File: config.mk
export PLATFORM = sky130hd
export DESIGN_NAME = positional_array_insert_delete_search_unit
export DESIGN_NICKNAME = d
export VERILOG_FILES = /design/src/paids_pkg.sv /design/src/paids_ctrl.sv /design/src/paids_dp.sv /design/src/positional_array_insert_delete_search_unit.sv
export SDC_FILE = /design/constraint.sdc
export NUM_CORES = 2
export LEC_CHECK = 0
export BUFFER_PORTS_ARGS = -buffer_cell sky130_fd_sc_hd__buf_4
export CORE_AREA = 2 2 608 610
export CTS_CLUSTER_DIAMETER = 60
export DETAILED_ROUTE_END_ITERATION = 8
export DIE_AREA = 0 0 610 612
export PLACE_DENSITY = 0.63
export SETUP_SLACK_MARGIN = 0.4
export SYNTH_ARGS = -nofsm -noshare
export SYNTH_HDL_FRONTEND = slang
export SYNTH_HIERARCHICAL = 1
export SYNTH_SLANG_ARGS = --single-unit
File: constraint.sdc
create_clock -name clock -period 5.32 [get_ports clock]
set_clock_uncertainty 0.05 [all_clocks]
set_input_delay 0.532 -clock clock [delete_from_list [all_inputs] [get_ports clock]]
set_output_delay 0.532 -clock clock [all_outputs]
set_load 0.1 [all_outputs]
File: src/paids_pkg.sv
package paids_pkg;

   localparam int DEPTH_DEF = 128;

   localparam int OP_W    = 3;
   localparam int IDX_W   = 8;
   localparam int VAL_W   = 32;
   localparam int STAT_W  = 3;
   localparam int FOUND_W = 7;
   localparam int COUNT_W = 8;

   typedef enum logic [OP_W-1:0] {
      OP_CLEAR  = 3'd0,
      OP_INSERT = 3'd1,
      OP_DELETE = 3'd2,
      OP_SEARCH = 3'd3,
      OP_READ   = 3'd4
   } op_type;

   typedef enum logic [STAT_W-1:0] {
      ST_OK        = 3'd0,
      ST_OVERFLOW  = 3'd1,
      ST_EMPTY     = 3'd2,
      ST_BAD_INDEX = 3'd3,
      ST_NOT_FOUND = 3'd4
   } status_type;

   typedef enum logic [3:0] {
      S_IDLE,
      S_CHECK,
      S_SHIFT_UP,
      S_DRAIN_UP,
      S_WRITE_NEW,
      S_DEL_FETCH,
      S_DEL_TAKE,
      S_SHIFT_DOWN,
      S_DRAIN_DOWN,
      S_DEL_DONE,
      S_SCAN,
      S_RD_FETCH,
      S_RD_TAKE,
      S_FINISH
   } state_type;

   typedef enum logic [2:0] {
      PTR_HOLD,
      PTR_IDX,
      PTR_LAST,
      PTR_ZERO,
      PTR_INC,
      PTR_DEC
   } ptr_op_type;

   typedef struct packed {
      logic       load_req;
      logic       count_clear;
      logic       count_inc;
      logic       count_dec;
      ptr_op_type ptr_op;
      logic       rd_en;
      logic       wr_shift;
      logic       shift_up;
      logic       wr_new;
      logic       set_status;
      status_type status;
      logic       take_data;
      logic       take_found;
      logic       load_rsp;
   } cmd_type;

   typedef struct packed {
      logic [OP_W-1:0] op;
      logic            full;
      logic            empty;
      logic            idx_gt_cnt;
      logic            idx_ge_cnt;
      logic            idx_eq_cnt;
      logic            ptr_eq_idx;
      logic            ptr_eq_last;
      logic            ptr_eq_count;
      logic            ptr_lt_count;
      logic            rvalid;
      logic            hit;
      logic            cmp_last;
   } stat_type;

endpackage

File: src/paids_ctrl.sv
module paids_ctrl (
   input  logic                clock,
   input  logic                reset,
   input  logic                req_valid,
   output logic                req_stall,
   output logic                rsp_valid,
   input  logic                rsp_stall,
   input  paids_pkg::stat_type stat,
   output paids_pkg::cmd_type  cmd
);
   import paids_pkg::*;

   state_type state_ff, state_in;
   logic      rsp_valid_ff, rsp_valid_in;
   logic      out_free;

   assign out_free  = !rsp_valid_ff || !rsp_stall;
   assign req_stall = (state_ff != S_IDLE);
   assign rsp_valid = rsp_valid_ff;

   always_ff @(posedge clock) begin
      if (reset) begin
         state_ff     <= S_IDLE;
         rsp_valid_ff <= 1'b0;
      end else begin
         state_ff     <= state_in;
         rsp_valid_ff <= rsp_valid_in;
      end
   end

   always_comb begin
      rsp_valid_in = rsp_valid_ff;
      if (state_ff == S_FINISH && out_free) begin
         rsp_valid_in = 1'b1;
      end else if (!rsp_stall) begin
         rsp_valid_in = 1'b0;
      end
   end

   always_comb begin
      state_in = state_ff;
      unique case (state_ff)
         S_IDLE: begin
            if (req_valid) state_in = S_CHECK;
         end
         S_CHECK: begin
            unique case (stat.op)
               OP_INSERT: begin
                  if (stat.full || stat.idx_gt_cnt) state_in = S_FINISH;
                  else if (stat.idx_eq_cnt)         state_in = S_WRITE_NEW;
                  else                              state_in = S_SHIFT_UP;
               end
               OP_DELETE: begin
                  if (stat.empty || stat.idx_ge_cnt) state_in = S_FINISH;
                  else                               state_in = S_DEL_FETCH;
               end
               OP_SEARCH: begin
                  if (stat.empty) state_in = S_FINISH;
                  else            state_in = S_SCAN;
               end
               OP_READ: begin
                  if (stat.empty || stat.idx_ge_cnt) state_in = S_FINISH;
                  else                               state_in = S_RD_FETCH;
               end
               default: state_in = S_FINISH;
            endcase
         end
         S_SHIFT_UP: begin
            if (stat.ptr_eq_idx) state_in = S_DRAIN_UP;
         end
         S_DRAIN_UP:  state_in = S_WRITE_NEW;
         S_WRITE_NEW: state_in = S_FINISH;
         S_DEL_FETCH: state_in = S_DEL_TAKE;
         S_DEL_TAKE: begin
            if (stat.ptr_eq_count)     state_in = S_DEL_DONE;
            else if (stat.ptr_eq_last) state_in = S_DRAIN_DOWN;
            else                       state_in = S_SHIFT_DOWN;
         end
         S_SHIFT_DOWN: begin
            if (stat.ptr_eq_last) state_in = S_DRAIN_DOWN;
         end
         S_DRAIN_DOWN: state_in = S_DEL_DONE;
         S_DEL_DONE:   state_in = S_FINISH;
         S_SCAN: begin
            if (stat.hit || (stat.rvalid && stat.cmp_last)) state_in = S_FINISH;
         end
         S_RD_FETCH: state_in = S_RD_TAKE;
         S_RD_TAKE:  state_in = S_FINISH;
         S_FINISH: begin
            if (out_free) state_in = S_IDLE;
         end
         default: state_in = S_IDLE;
      endcase
   end

   always_comb begin
      cmd        = '0;
      cmd.ptr_op = PTR_HOLD;
      cmd.status = ST_OK;
      unique case (state_ff)
         S_IDLE: begin
            cmd.load_req = req_valid;
         end
         S_CHECK: begin
            unique case (stat.op)
               OP_CLEAR: cmd.count_clear = 1'b1;
               OP_INSERT: begin
                  if (stat.full) begin
                     cmd.set_status = 1'b1;
                     cmd.status     = ST_OVERFLOW;
                  end else if (stat.idx_gt_cnt) begin
                     cmd.set_status = 1'b1;
                     cmd.status     = ST_BAD_INDEX;
                  end else if (!stat.idx_eq_cnt) begin
                     cmd.ptr_op = PTR_LAST;
                  end
               end
               OP_DELETE, OP_READ: begin
                  if (stat.empty) begin
                     cmd.set_status = 1'b1;
                     cmd.status     = ST_EMPTY;
                  end else if (stat.idx_ge_cnt) begin
                     cmd.set_status = 1'b1;
                     cmd.status     = ST_BAD_INDEX;
                  end else begin
                     cmd.ptr_op = PTR_IDX;
                  end
               end
               OP_SEARCH: begin
                  if (stat.empty) begin
                     cmd.set_status = 1'b1;
                     cmd.status     = ST_EMPTY;
                  end else begin
                     cmd.ptr_op = PTR_ZERO;
                  end
               end
               default: ;
            endcase
         end
         S_SHIFT_UP: begin
            cmd.rd_en    = 1'b1;
            cmd.ptr_op   = PTR_DEC;
            cmd.wr_shift = stat.rvalid;
            cmd.shift_up = 1'b1;
         end
         S_DRAIN_UP: begin
            cmd.wr_shift = 1'b1;
            cmd.shift_up = 1'b1;
         end
         S_WRITE_NEW: begin
            cmd.wr_new    = 1'b1;
            cmd.count_inc = 1'b1;
         end
         S_DEL_FETCH: begin
            cmd.rd_en  = 1'b1;
            cmd.ptr_op = PTR_INC;
         end
         S_DEL_TAKE: begin
            cmd.take_data = 1'b1;
            if (!stat.ptr_eq_count) begin
               cmd.rd_en  = 1'b1;
               cmd.ptr_op = PTR_INC;
            end
         end
         S_SHIFT_DOWN: begin
            cmd.rd_en    = 1'b1;
            cmd.ptr_op   = PTR_INC;
            cmd.wr_shift = stat.rvalid;
         end
         S_DRAIN_DOWN: begin
            cmd.wr_shift = 1'b1;
         end
         S_DEL_DONE: begin
            cmd.count_dec = 1'b1;
         end
         S_SCAN: begin
            if (stat.hit) begin
               cmd.take_found = 1'b1;
            end else if (stat.rvalid && stat.cmp_last) begin
               cmd.set_status = 1'b1;
               cmd.status     = ST_NOT_FOUND;
            end else if (stat.ptr_lt_count) begin
               cmd.rd_en  = 1'b1;
               cmd.ptr_op = PTR_INC;
            end
         end
         S_RD_FETCH: begin
            cmd.rd_en = 1'b1;
         end
         S_RD_TAKE: begin
            cmd.take_data = 1'b1;
         end
         S_FINISH: begin
            cmd.load_rsp = out_free;
         end
         default: ;
      endcase
   end

endmodule

File: src/paids_dp.sv
module paids_dp #(
   parameter int DEPTH = paids_pkg::DEPTH_DEF
) (
   input  logic                                  clock,
   input  logic                                  reset,
   input  logic        [paids_pkg::OP_W-1:0]     req_operation,
   input  logic        [paids_pkg::IDX_W-1:0]    req_index,
   input  logic signed [paids_pkg::VAL_W-1:0]    req_value,
   output logic        [paids_pkg::STAT_W-1:0]   rsp_status,
   output logic        [paids_pkg::FOUND_W-1:0]  rsp_found_index,
   output logic signed [paids_pkg::VAL_W-1:0]    rsp_data,
   output logic        [paids_pkg::COUNT_W-1:0]  rsp_count,
   input  paids_pkg::cmd_type                    cmd,
   output paids_pkg::stat_type                   stat
);
   import paids_pkg::*;

   localparam int AW   = $clog2(DEPTH);
   localparam int CW   = $clog2(DEPTH + 1);
   localparam int CMPW = (CW > IDX_W) ? CW : IDX_W;
   localparam int EW   = (AW > FOUND_W) ? AW : FOUND_W;
   localparam int OW   = (CW > COUNT_W) ? CW : COUNT_W;

   logic [VAL_W-1:0] mem_ff [DEPTH];

   logic [OP_W-1:0]          op_ff;
   logic [IDX_W-1:0]         idx_ff;
   logic signed [VAL_W-1:0]  val_ff;
   logic [CW-1:0]            count_ff;
   logic [CW-1:0]            ptr_ff, ptr_in;
   logic [CW-1:0]            cmp_ptr_ff;
   logic                     rvalid_ff;
   logic [VAL_W-1:0]         rdata_ff;

   status_type               res_status_ff;
   logic [FOUND_W-1:0]       res_found_ff;
   logic signed [VAL_W-1:0]  res_data_ff;

   logic [STAT_W-1:0]        rsp_status_ff;
   logic [FOUND_W-1:0]       rsp_found_ff;
   logic signed [VAL_W-1:0]  rsp_data_ff;
   logic [COUNT_W-1:0]       rsp_count_ff;

   logic [CMPW-1:0]          idx_ext;
   logic [CMPW-1:0]          cnt_ext;
   logic [CW-1:0]            idx_c;
   logic [CW-1:0]            last_c;
   logic [CW-1:0]            waddr_c;
   logic [EW-1:0]            found_ext;
   logic [OW-1:0]            count_ext;

   assign idx_ext   = CMPW'(idx_ff);
   assign cnt_ext   = CMPW'(count_ff);
   assign idx_c     = CW'(idx_ext);
   assign last_c    = count_ff - CW'(1);
   assign waddr_c   = cmd.shift_up ? (cmp_ptr_ff + CW'(1)) : (cmp_ptr_ff - CW'(1));
   assign found_ext = EW'(cmp_ptr_ff[AW-1:0]);
   assign count_ext = OW'(count_ff);

   always_comb begin
      stat.op           = op_ff;
      stat.full         = (count_ff == CW'(DEPTH));
      stat.empty        = (count_ff == '0);
      stat.idx_gt_cnt   = (idx_ext > cnt_ext);
      stat.idx_ge_cnt   = (idx_ext >= cnt_ext);
      stat.idx_eq_cnt   = (idx_ext == cnt_ext);
      stat.ptr_eq_idx   = (ptr_ff == idx_c);
      stat.ptr_eq_last  = (ptr_ff == last_c);
      stat.ptr_eq_count = (ptr_ff == count_ff);
      stat.ptr_lt_count = (ptr_ff < count_ff);
      stat.rvalid       = rvalid_ff;
      stat.hit          = rvalid_ff && (rdata_ff == val_ff);
      stat.cmp_last     = (cmp_ptr_ff == last_c);
   end

   always_comb begin
      ptr_in = ptr_ff;
      case (cmd.ptr_op)
         PTR_IDX:  ptr_in = idx_c;
         PTR_LAST: ptr_in = last_c;
         PTR_ZERO: ptr_in = '0;
         PTR_INC:  ptr_in = ptr_ff + CW'(1);
         PTR_DEC:  ptr_in = ptr_ff - CW'(1);
         default:  ptr_in = ptr_ff;
      endcase
   end

   always_ff @(posedge clock) begin
      if (cmd.wr_shift) begin
         mem_ff[waddr_c[AW-1:0]] <= rdata_ff;
      end else if (cmd.wr_new) begin
         mem_ff[idx_c[AW-1:0]] <= val_ff;
      end
      if (cmd.rd_en) begin
         rdata_ff <= mem_ff[ptr_ff[AW-1:0]];
      end
   end

   always_ff @(posedge clock) begin
      if (reset) begin
         count_ff  <= '0;
         rvalid_ff <= 1'b0;
      end else begin
         rvalid_ff <= cmd.rd_en;
         if (cmd.count_clear) begin
            count_ff <= '0;
         end else if (cmd.count_inc) begin
            count_ff <= count_ff + CW'(1);
         end else if (cmd.count_dec) begin
            count_ff <= count_ff - CW'(1);
         end
      end
   end

   always_ff @(posedge clock) begin
      ptr_ff <= ptr_in;
      if (cmd.rd_en) begin
         cmp_ptr_ff <= ptr_ff;
      end
      if (cmd.load_req) begin
         op_ff         <= req_operation;
         idx_ff        <= req_index;
         val_ff        <= req_value;
         res_status_ff <= ST_OK;
         res_found_ff  <= '0;
         res_data_ff   <= '0;
      end else begin
         if (cmd.set_status) begin
            res_status_ff <= cmd.status;
         end
         if (cmd.take_data) begin
            res_data_ff <= rdata_ff;
         end
         if (cmd.take_found) begin
            res_found_ff <= found_ext[FOUND_W-1:0];
         end
      end
      if (cmd.load_rsp) begin
         rsp_status_ff <= res_status_ff;
         rsp_found_ff  <= res_found_ff;
         rsp_data_ff   <= res_data_ff;
         rsp_count_ff  <= count_ext[COUNT_W-1:0];
      end
   end

   assign rsp_status      = rsp_status_ff;
   assign rsp_found_index = rsp_found_ff;
   assign rsp_data        = rsp_data_ff;
   assign rsp_count       = rsp_count_ff;

endmodule

File: src/positional_array_insert_delete_search_unit.sv
// Ordered list of up to DEPTH signed 32-bit values with a fill count.
// Request channel (req_valid / req_stall): operation, index, value. One
// request is in flight at a time; req_stall is high from acceptance until
// its response is registered. Response channel (rsp_valid / rsp_stall):
// status, found_index, data and the count after the operation, exactly
// one response per request, held stable while rsp_stall is high.
// Each operation walks the entry memory: insert shifts the entries from
// the last one down to the index up one place (none when appending),
// delete takes the entry at the index and shifts the entries above it
// down one place, search reads from index 0 and stops at the first
// match, read fetches the entry at the index, and clear and unknown codes
// touch no entry. The next request is taken at the edge that can take
// the response of the last one at the earliest.
// The walk is set by the entry memory: one entry is read and one shifted
// entry is written per cycle.
// Reset empties the list and drops any pending response; stored entries
// are not cleared. A stalled response holds the block in its final step,
// so no new request is taken until the response register can be loaded.
module positional_array_insert_delete_search_unit #(
   parameter int DEPTH = paids_pkg::DEPTH_DEF
) (
   input  logic                                  clock,
   input  logic                                  reset,
   input  logic                                  req_valid,
   output logic                                  req_stall,
   input  logic        [paids_pkg::OP_W-1:0]     req_operation,
   input  logic        [paids_pkg::IDX_W-1:0]    req_index,
   input  logic signed [paids_pkg::VAL_W-1:0]    req_value,
   output logic                                  rsp_valid,
   input  logic                                  rsp_stall,
   output logic        [paids_pkg::STAT_W-1:0]   rsp_status,
   output logic        [paids_pkg::FOUND_W-1:0]  rsp_found_index,
   output logic signed [paids_pkg::VAL_W-1:0]    rsp_data,
   output logic        [paids_pkg::COUNT_W-1:0]  rsp_count
);
   import paids_pkg::*;

   cmd_type  cmd;
   stat_type stat;

   paids_ctrl u_ctrl (
      .clock     (clock),
      .reset     (reset),
      .req_valid (req_valid),
      .req_stall (req_stall),
      .rsp_valid (rsp_valid),
      .rsp_stall (rsp_stall),
      .stat      (stat),
      .cmd       (cmd)
   );

   paids_dp #(
      .DEPTH (DEPTH)
   ) u_dp (
      .clock           (clock),
      .reset           (reset),
      .req_operation   (req_operation),
      .req_index       (req_index),
      .req_value       (req_value),
      .rsp_status      (rsp_status),
      .rsp_found_index (rsp_found_index),
      .rsp_data        (rsp_data),
      .rsp_count       (rsp_count),
      .cmd             (cmd),
      .stat            (stat)
   );

endmodule

* Word-level counts from Yosys, hierarchy flattened
Memory sizes are Yosys's and may differ from the RTL's. A register that Yosys moved wholly into a read port is not among the register bits.
Index checks and enable logic that the tools add are counted.
** Word-level totals
- Register bits :: 165
- Bits in writable memories :: 4096
- Input port bits :: 47
- Output and inout port bits :: 52
- Word-level logic and storage cells :: 148
- Memories kept :: 1
** Memory list
- u_dp.mem_ff :: words 128, width 32, read ports 1, clocked after Yosys merged registers in 1, write ports 1, line paids_dp.sv:24 : logic [VAL_W-1:0] mem_ff [DEPTH];
** Operators by class
- Add/sub/neg operators :: 6
- Order comparisons :: 3
- Eq/ne operators :: 35
- Muxes and demuxes :: 61
- Reductions and logical operators :: 26
** Operators with widths (number)
- $mux W4 :: 20
- $pmux W4 S12 :: 1
- $eq A8 B8 Y1 :: 5
- $pmux W8 S5 :: 1
- $eq A32 B32 Y1 :: 1
- $mux W32 :: 1
- $reduce_or A32 Y1 :: 1
- $eq A4 B4 Y1 const B :: 6
- $mux W1 :: 19
- $mux W3 :: 6
- $add A8 B1 Y8 const B :: 2
- $eq A4 B3 Y1 const B :: 4
- $mux W8 :: 2
- $pmux W4 S4 :: 1
- $sub A8 B1 Y8 const B :: 2
- $pmux W3 S5 :: 1
- $mux W7 :: 2
- $reduce_or A2 Y1 :: 7
- $eq A3 B2 Y1 const B :: 4
- $pmux W4 S3 :: 1
- $eq A3 B3 Y1 const B :: 3
- $pmux W3 S3 :: 1
- $eq A4 B2 Y1 const B :: 2
- $eq A8 B8 Y1 const B :: 1
- 25 further kinds :: 37

* Longest topological paths before layout
- Depth in word-level cells :: 8
- Gate-level depth with buffers :: 23
- Gate-level depth less buffers :: 20

* Cells and area by module
Netlist, hierarchy kept.
** By module, submodules not included
- paids_dp :: instances 1, cells an instance 7685, area an instance 163501.8 um^2, sequential area each 128253.0 um^2
- paids_ctrl :: instances 1, cells an instance 126, area an instance 830.8 um^2, sequential area each 100.1 um^2

* Worst setup path after synthesis
OpenSTA, ideal clock, no wires.
- Kind :: register to register
- From :: register u_ctrl.state_ff[2]
- To :: memory u_dp.mem_ff[61][10] (enable)
- Setup time :: 421 ps
- Data arrival time :: 4377 ps
- Data required time :: 4849 ps
- Path slack :: 472 ps
- Stages on the path, launching flop included :: 12
- Path buffers :: 2
- Clock period less this slack :: 4848 ps
- Cells stage by stage :: dfxtp_1 -> buf_6 -> clkbuf_1 -> nor3_1 -> inv_1 -> ha_1 -> o21ai_0 -> a2111oi_0 -> or2_2 -> o31ai_1 -> nand2_1 -> nor2_1
** RTL lines
- start: declaration :: line paids_ctrl.sv:13 : state_type state_ff, state_in;
- start signal: assignment :: line paids_ctrl.sv:26 : state_ff <= state_in;
- end: declaration :: line paids_dp.sv:24

==> results.cfg <==
[yosys]
combinational_family_with_the_most_area_after_synthesis = multiplexers
synth_area_leader_cell = sky130_fd_sc_hd__edfxtp_1
synth.top_cells.by_count = 4237 x sky130_fd_sc_hd__edfxtp_1, 768 x sky130_fd_sc_hd__mux4_2, 555 x sky130_fd_sc_hd__mux2i_1
synth_fp_nets = 7885
share_of_synthesized_area_occupied_by_flip_flops_and_latches_pct = 78.1
syn_area_per_cell_um2 = 21.0
post_synth_instance_area_mm2 = 0.164
yosys.cell_count.top_type = sky130_fd_sc_hd__edfxtp_1
synthMuxAreaShare_pct = 13.9
synthesis.instances = 7811
synth_seq_cells = 4293
most_frequently_used_flop_master_after_synthesis = sky130_fd_sc_hd__edfxtp_1
post_synth_arst_share_pct = 0
synth_top_area_cells = sky130_fd_sc_hd__edfxtp_1 77%, sky130_fd_sc_hd__mux4_2 11%, sky130_fd_sc_hd__mux2i_1 3.4%
yosys_warnings = 6
ys_types = 72
synth_adder_area_share_pct = 0.210
synth_largest_type_area_fraction_pct = 77.4
synthXorXnorAreaFrac_pct = 0.405
synth_simple_gate_area_share_pct = 1.63
synth-edff-count = 4237
synth_compound_area_share_pct = 4.42

[placed_design]
port_buffers = 98
detailed_place_hpwl_um = 269000
dp.cells = 12700
gp_congestion = 0.883

[worst_setup_path]
worst_r2r_startpoint = u_ctrl/state_ff[1]
startpoint_type = flop
critical_path_class = flop to flop
endpoint_kind = flop
crit_path_end = u_dp/mem_ff[46][22]
worst_r2r_endpoint = u_dp/mem_ff[46][22]
r2r_cells = 12
worst_setup_path_startpoint = u_ctrl/state_ff[1]
cp.arrival_ns = 5.40
critPathMaxFanout = 32
regToRegSetupSlack_ns = 0.47
crit_required_ns = 5.87

[routing]
drt_iter0_markers = 12100
routed_wire_length_per_instance_um = 33.7
avgViaCountPerCell = 6.20
dr.pass1.iters = 6
wirelength_um = 457000
routed-via-count = 84200
drt_drc_violations_left = 0
antenna_left = 0

[power]
p_per_area_mw_per_mm2 = 507
ir_drop_mv = 0.394
leakagePower_nw = 59.8

[timing]
timing.fmax_mhz = 206
timing.max_slew.rel_slack_pct = 15.9
tightest_pin_transition_ns = 1.26
layout_worst_path_cycle_share_pct = 91.3
hold_viol = 0
rsz0062_at_grt = yes
layout_min_cycle_time_ns = 4.85
setup_tns_ns = 0
timing_max_transition_violations_final = 0
setup_viol_count_final = 0

[floorplan]
fp.dieArea_mm2 = 0.373
rows = 223
floorplan.io_pins = 99
die_x_um = 610
chipHeight_um = 612
starting_density_of_the_core_pct = 44.8
core_area_mm2 = 0.367

[clock_tree]
htree_num_levels = 5
tritoncts = done
cts.sinks = 4293
insertion_delay_ns = 1.00
clkTransAtPathRegs_ns = 0.07
cts_buffer_depth = 4
root_buffer = sky130_fd_sc_hd__clkbuf_16
cts_buffer_count = 425

[status]
run_status = finished clean

[global_route]
global_route.usage.met1_pct = 34.7
grt_pass1_vias = 82200
grt_first_pass_wirelength_um = 639000
grt_antenna_before_repair = 25
grt-busiest-layer = met2
groute.usage.overall_pct = 24.2
pin_count_of_the_biggest_net_entering_global_routing = 129
groute.layer.met3.usage_pct = 5.20
leftover_overflow_at_the_end_of_global_routing = 0
globalRouteMet2Util_pct = 36.8

[finish]
final_net_count = 8451
number_of_fillers_in_the_final_layout = 28400
final_cells = 13600
syn2layout_area_growth_pct = 15.3
post-route-util_pct = 51.6
post_route_cells_drive_above_1_share_pct = 24.4

[flow_run]
cap_viol_max_count = 0

[min_path]
worstHoldPathType = primary input to flop
worst min-delay path by stage:
| stage | from | endpoint | slack (ns) | depth (start not counted) |
|---|---|---|---|---|
| after floorplan | u_dp/cnt_ext[2] | u_dp/rsp_count[2] | 0.36 | 0 |
| after global placement | u_dp/res_data_ff[27] | u_dp/rsp_data[27] | 0.37 | 0 |
| after detailed placement | u_dp/res_data_ff[27] | u_dp/rsp_data[27] | 0.37 | 0 |
| after CTS | req_valid | u_ctrl/state_ff[1] | 0.14 | 6 |
| after global routing | req_value[29] | u_dp/val_ff[29] | 0.20 | 2 |
| final | req_value[31] | u_dp/val_ff[31] | 0.21 | 2 |
power by group:
group	leakage, nW	switching (W)	internal (W)	total, W
clock	6.81	0.0128	0.0172	0.0300
sequential	38.6	0.000436	0.0418	0.0422
combinational	14.4	0.0165	0.00729	0.0238
total	59.8	0.0298	0.0663	0.0961
worst max-delay path, cell delays in order, from the launching register on:
cell and delay (ns):
sky130_fd_sc_hd__dfxtp_1 0.61, sky130_fd_sc_hd__inv_1 0.19, sky130_fd_sc_hd__nor3_1 0.24, sky130_fd_sc_hd__buf_4 0.21, sky130_fd_sc_hd__inv_1 0.12, sky130_fd_sc_hd__ha_1 0.39
sky130_fd_sc_hd__o21ai_0 0.26, sky130_fd_sc_hd__a2111oi_0 0.15, sky130_fd_sc_hd__or2_2 0.38, sky130_fd_sc_hd__o31ai_2 0.62, sky130_fd_sc_hd__nand2_2 0.44, sky130_fd_sc_hd__nor2_4 0.18
sky130_fd_sc_hd__buf_4 0.57
per-layer routing:
metal / routed length, um / part of all wire (%) / up-vias
met5: 43 / 0.0094 / -
met4: 18400 / 4.0 / 6
met3: 49600 / 11 / 655
met2: 209000 / 46 / 4548
met1: 181000 / 39 / 44900
li1: - / - / 34100
cells in the final DEF (no fill, tap or decap), types with 13 or more instances in the layout:
master / count
sky130_fd_sc_hd__clkinv_2: 86
sky130_fd_sc_hd__dlygate4sd3_1: 45
sky130_fd_sc_hd__o22ai_1: 261
sky130_fd_sc_hd__nand2b_1: 14
sky130_fd_sc_hd__nand2_1: 174
sky130_fd_sc_hd__xnor2_1: 65
sky130_fd_sc_hd__ha_1: 26
sky130_fd_sc_hd__bufinv_16: 46
sky130_fd_sc_hd__nand2_4: 32
sky130_fd_sc_hd__nor3_1: 21
sky130_fd_sc_hd__buf_4: 430
sky130_fd_sc_hd__a22oi_1: 357
sky130_fd_sc_hd__a211oi_1: 259
sky130_fd_sc_hd__buf_12: 100
sky130_fd_sc_hd__nand4_1: 49
sky130_fd_sc_hd__nor2_4: 129
sky130_fd_sc_hd__clkbuf_1: 79
sky130_fd_sc_hd__mux4_2: 768
sky130_fd_sc_hd__nor2_1: 92
sky130_fd_sc_hd__clkbuf_16: 433
sky130_fd_sc_hd__clkinvlp_4: 15
sky130_fd_sc_hd__diode_2: 14
sky130_fd_sc_hd__clkinv_1: 87
sky130_fd_sc_hd__mux2i_1: 555
sky130_fd_sc_hd__o21ai_0: 23
sky130_fd_sc_hd__dfxtp_1: 56
sky130_fd_sc_hd__edfxtp_1: 4237
sky130_fd_sc_hd__inv_1: 23
sky130_fd_sc_hd__nor2b_1: 13
sky130_fd_sc_hd__a21oi_1: 62
repair_timing:
| item | 4_1_cts | 5_1_grt |
|---|---|---|
| endpoints found under the setup margin | 640 | 851 |
| setup buffers | 0 | 7 |
| hold buffers | 45 | 0 |
| pin swaps | 0 | 2 |
| endpoints found under the hold margin | 57 | 0 |
| resized for setup | 1 | 13 |
cells by family after synthesis:
kind of cell / after synthesis
xor+xnor: 76
fa+ha+maj: 27
buf+inv: 467
simple gates: 596
flops: 4293
mux: 1323
compound gates: 1029
flip-flops by register name (all words and copies together), names as in the netlist, 32 cells and up:
signal	cells
u_dp/mem_ff	4096
u_dp/rdata_ff	32
u_dp/res_data_ff	32
u_dp/rsp_data	32
u_dp/val_ff	32
metrics by stage:
stage                     cell area, um2  setup slack [ns]  hold slack (ns)  power, W
after global routing              189000             0.351            0.196    0.0988
after CTS                         189000             0.441            0.141    0.0963
after global placement            175000             0.233            0.372    0.0661
after floorplan                   164000             0.472            0.356    0.0561
after detailed placement          175000             0.165            0.370    0.0666
final                             189000             0.465            0.206    0.0961
cell type report:
class	instances	area, um2	share of cell area, %
clock inverters	267	2790	1.47
repair buffers	583	5770	3.05
multi-input cells	3051	35100	18.5
diodes	14	35.0	0.0185
inverters	23	86.3	0.0456
clock buffers	516	11200	5.91
well taps	4837	6050	3.20
flip-flops and latches	4293	128000	67.8
Note: power is estimated with default switching activity, not from simulation.
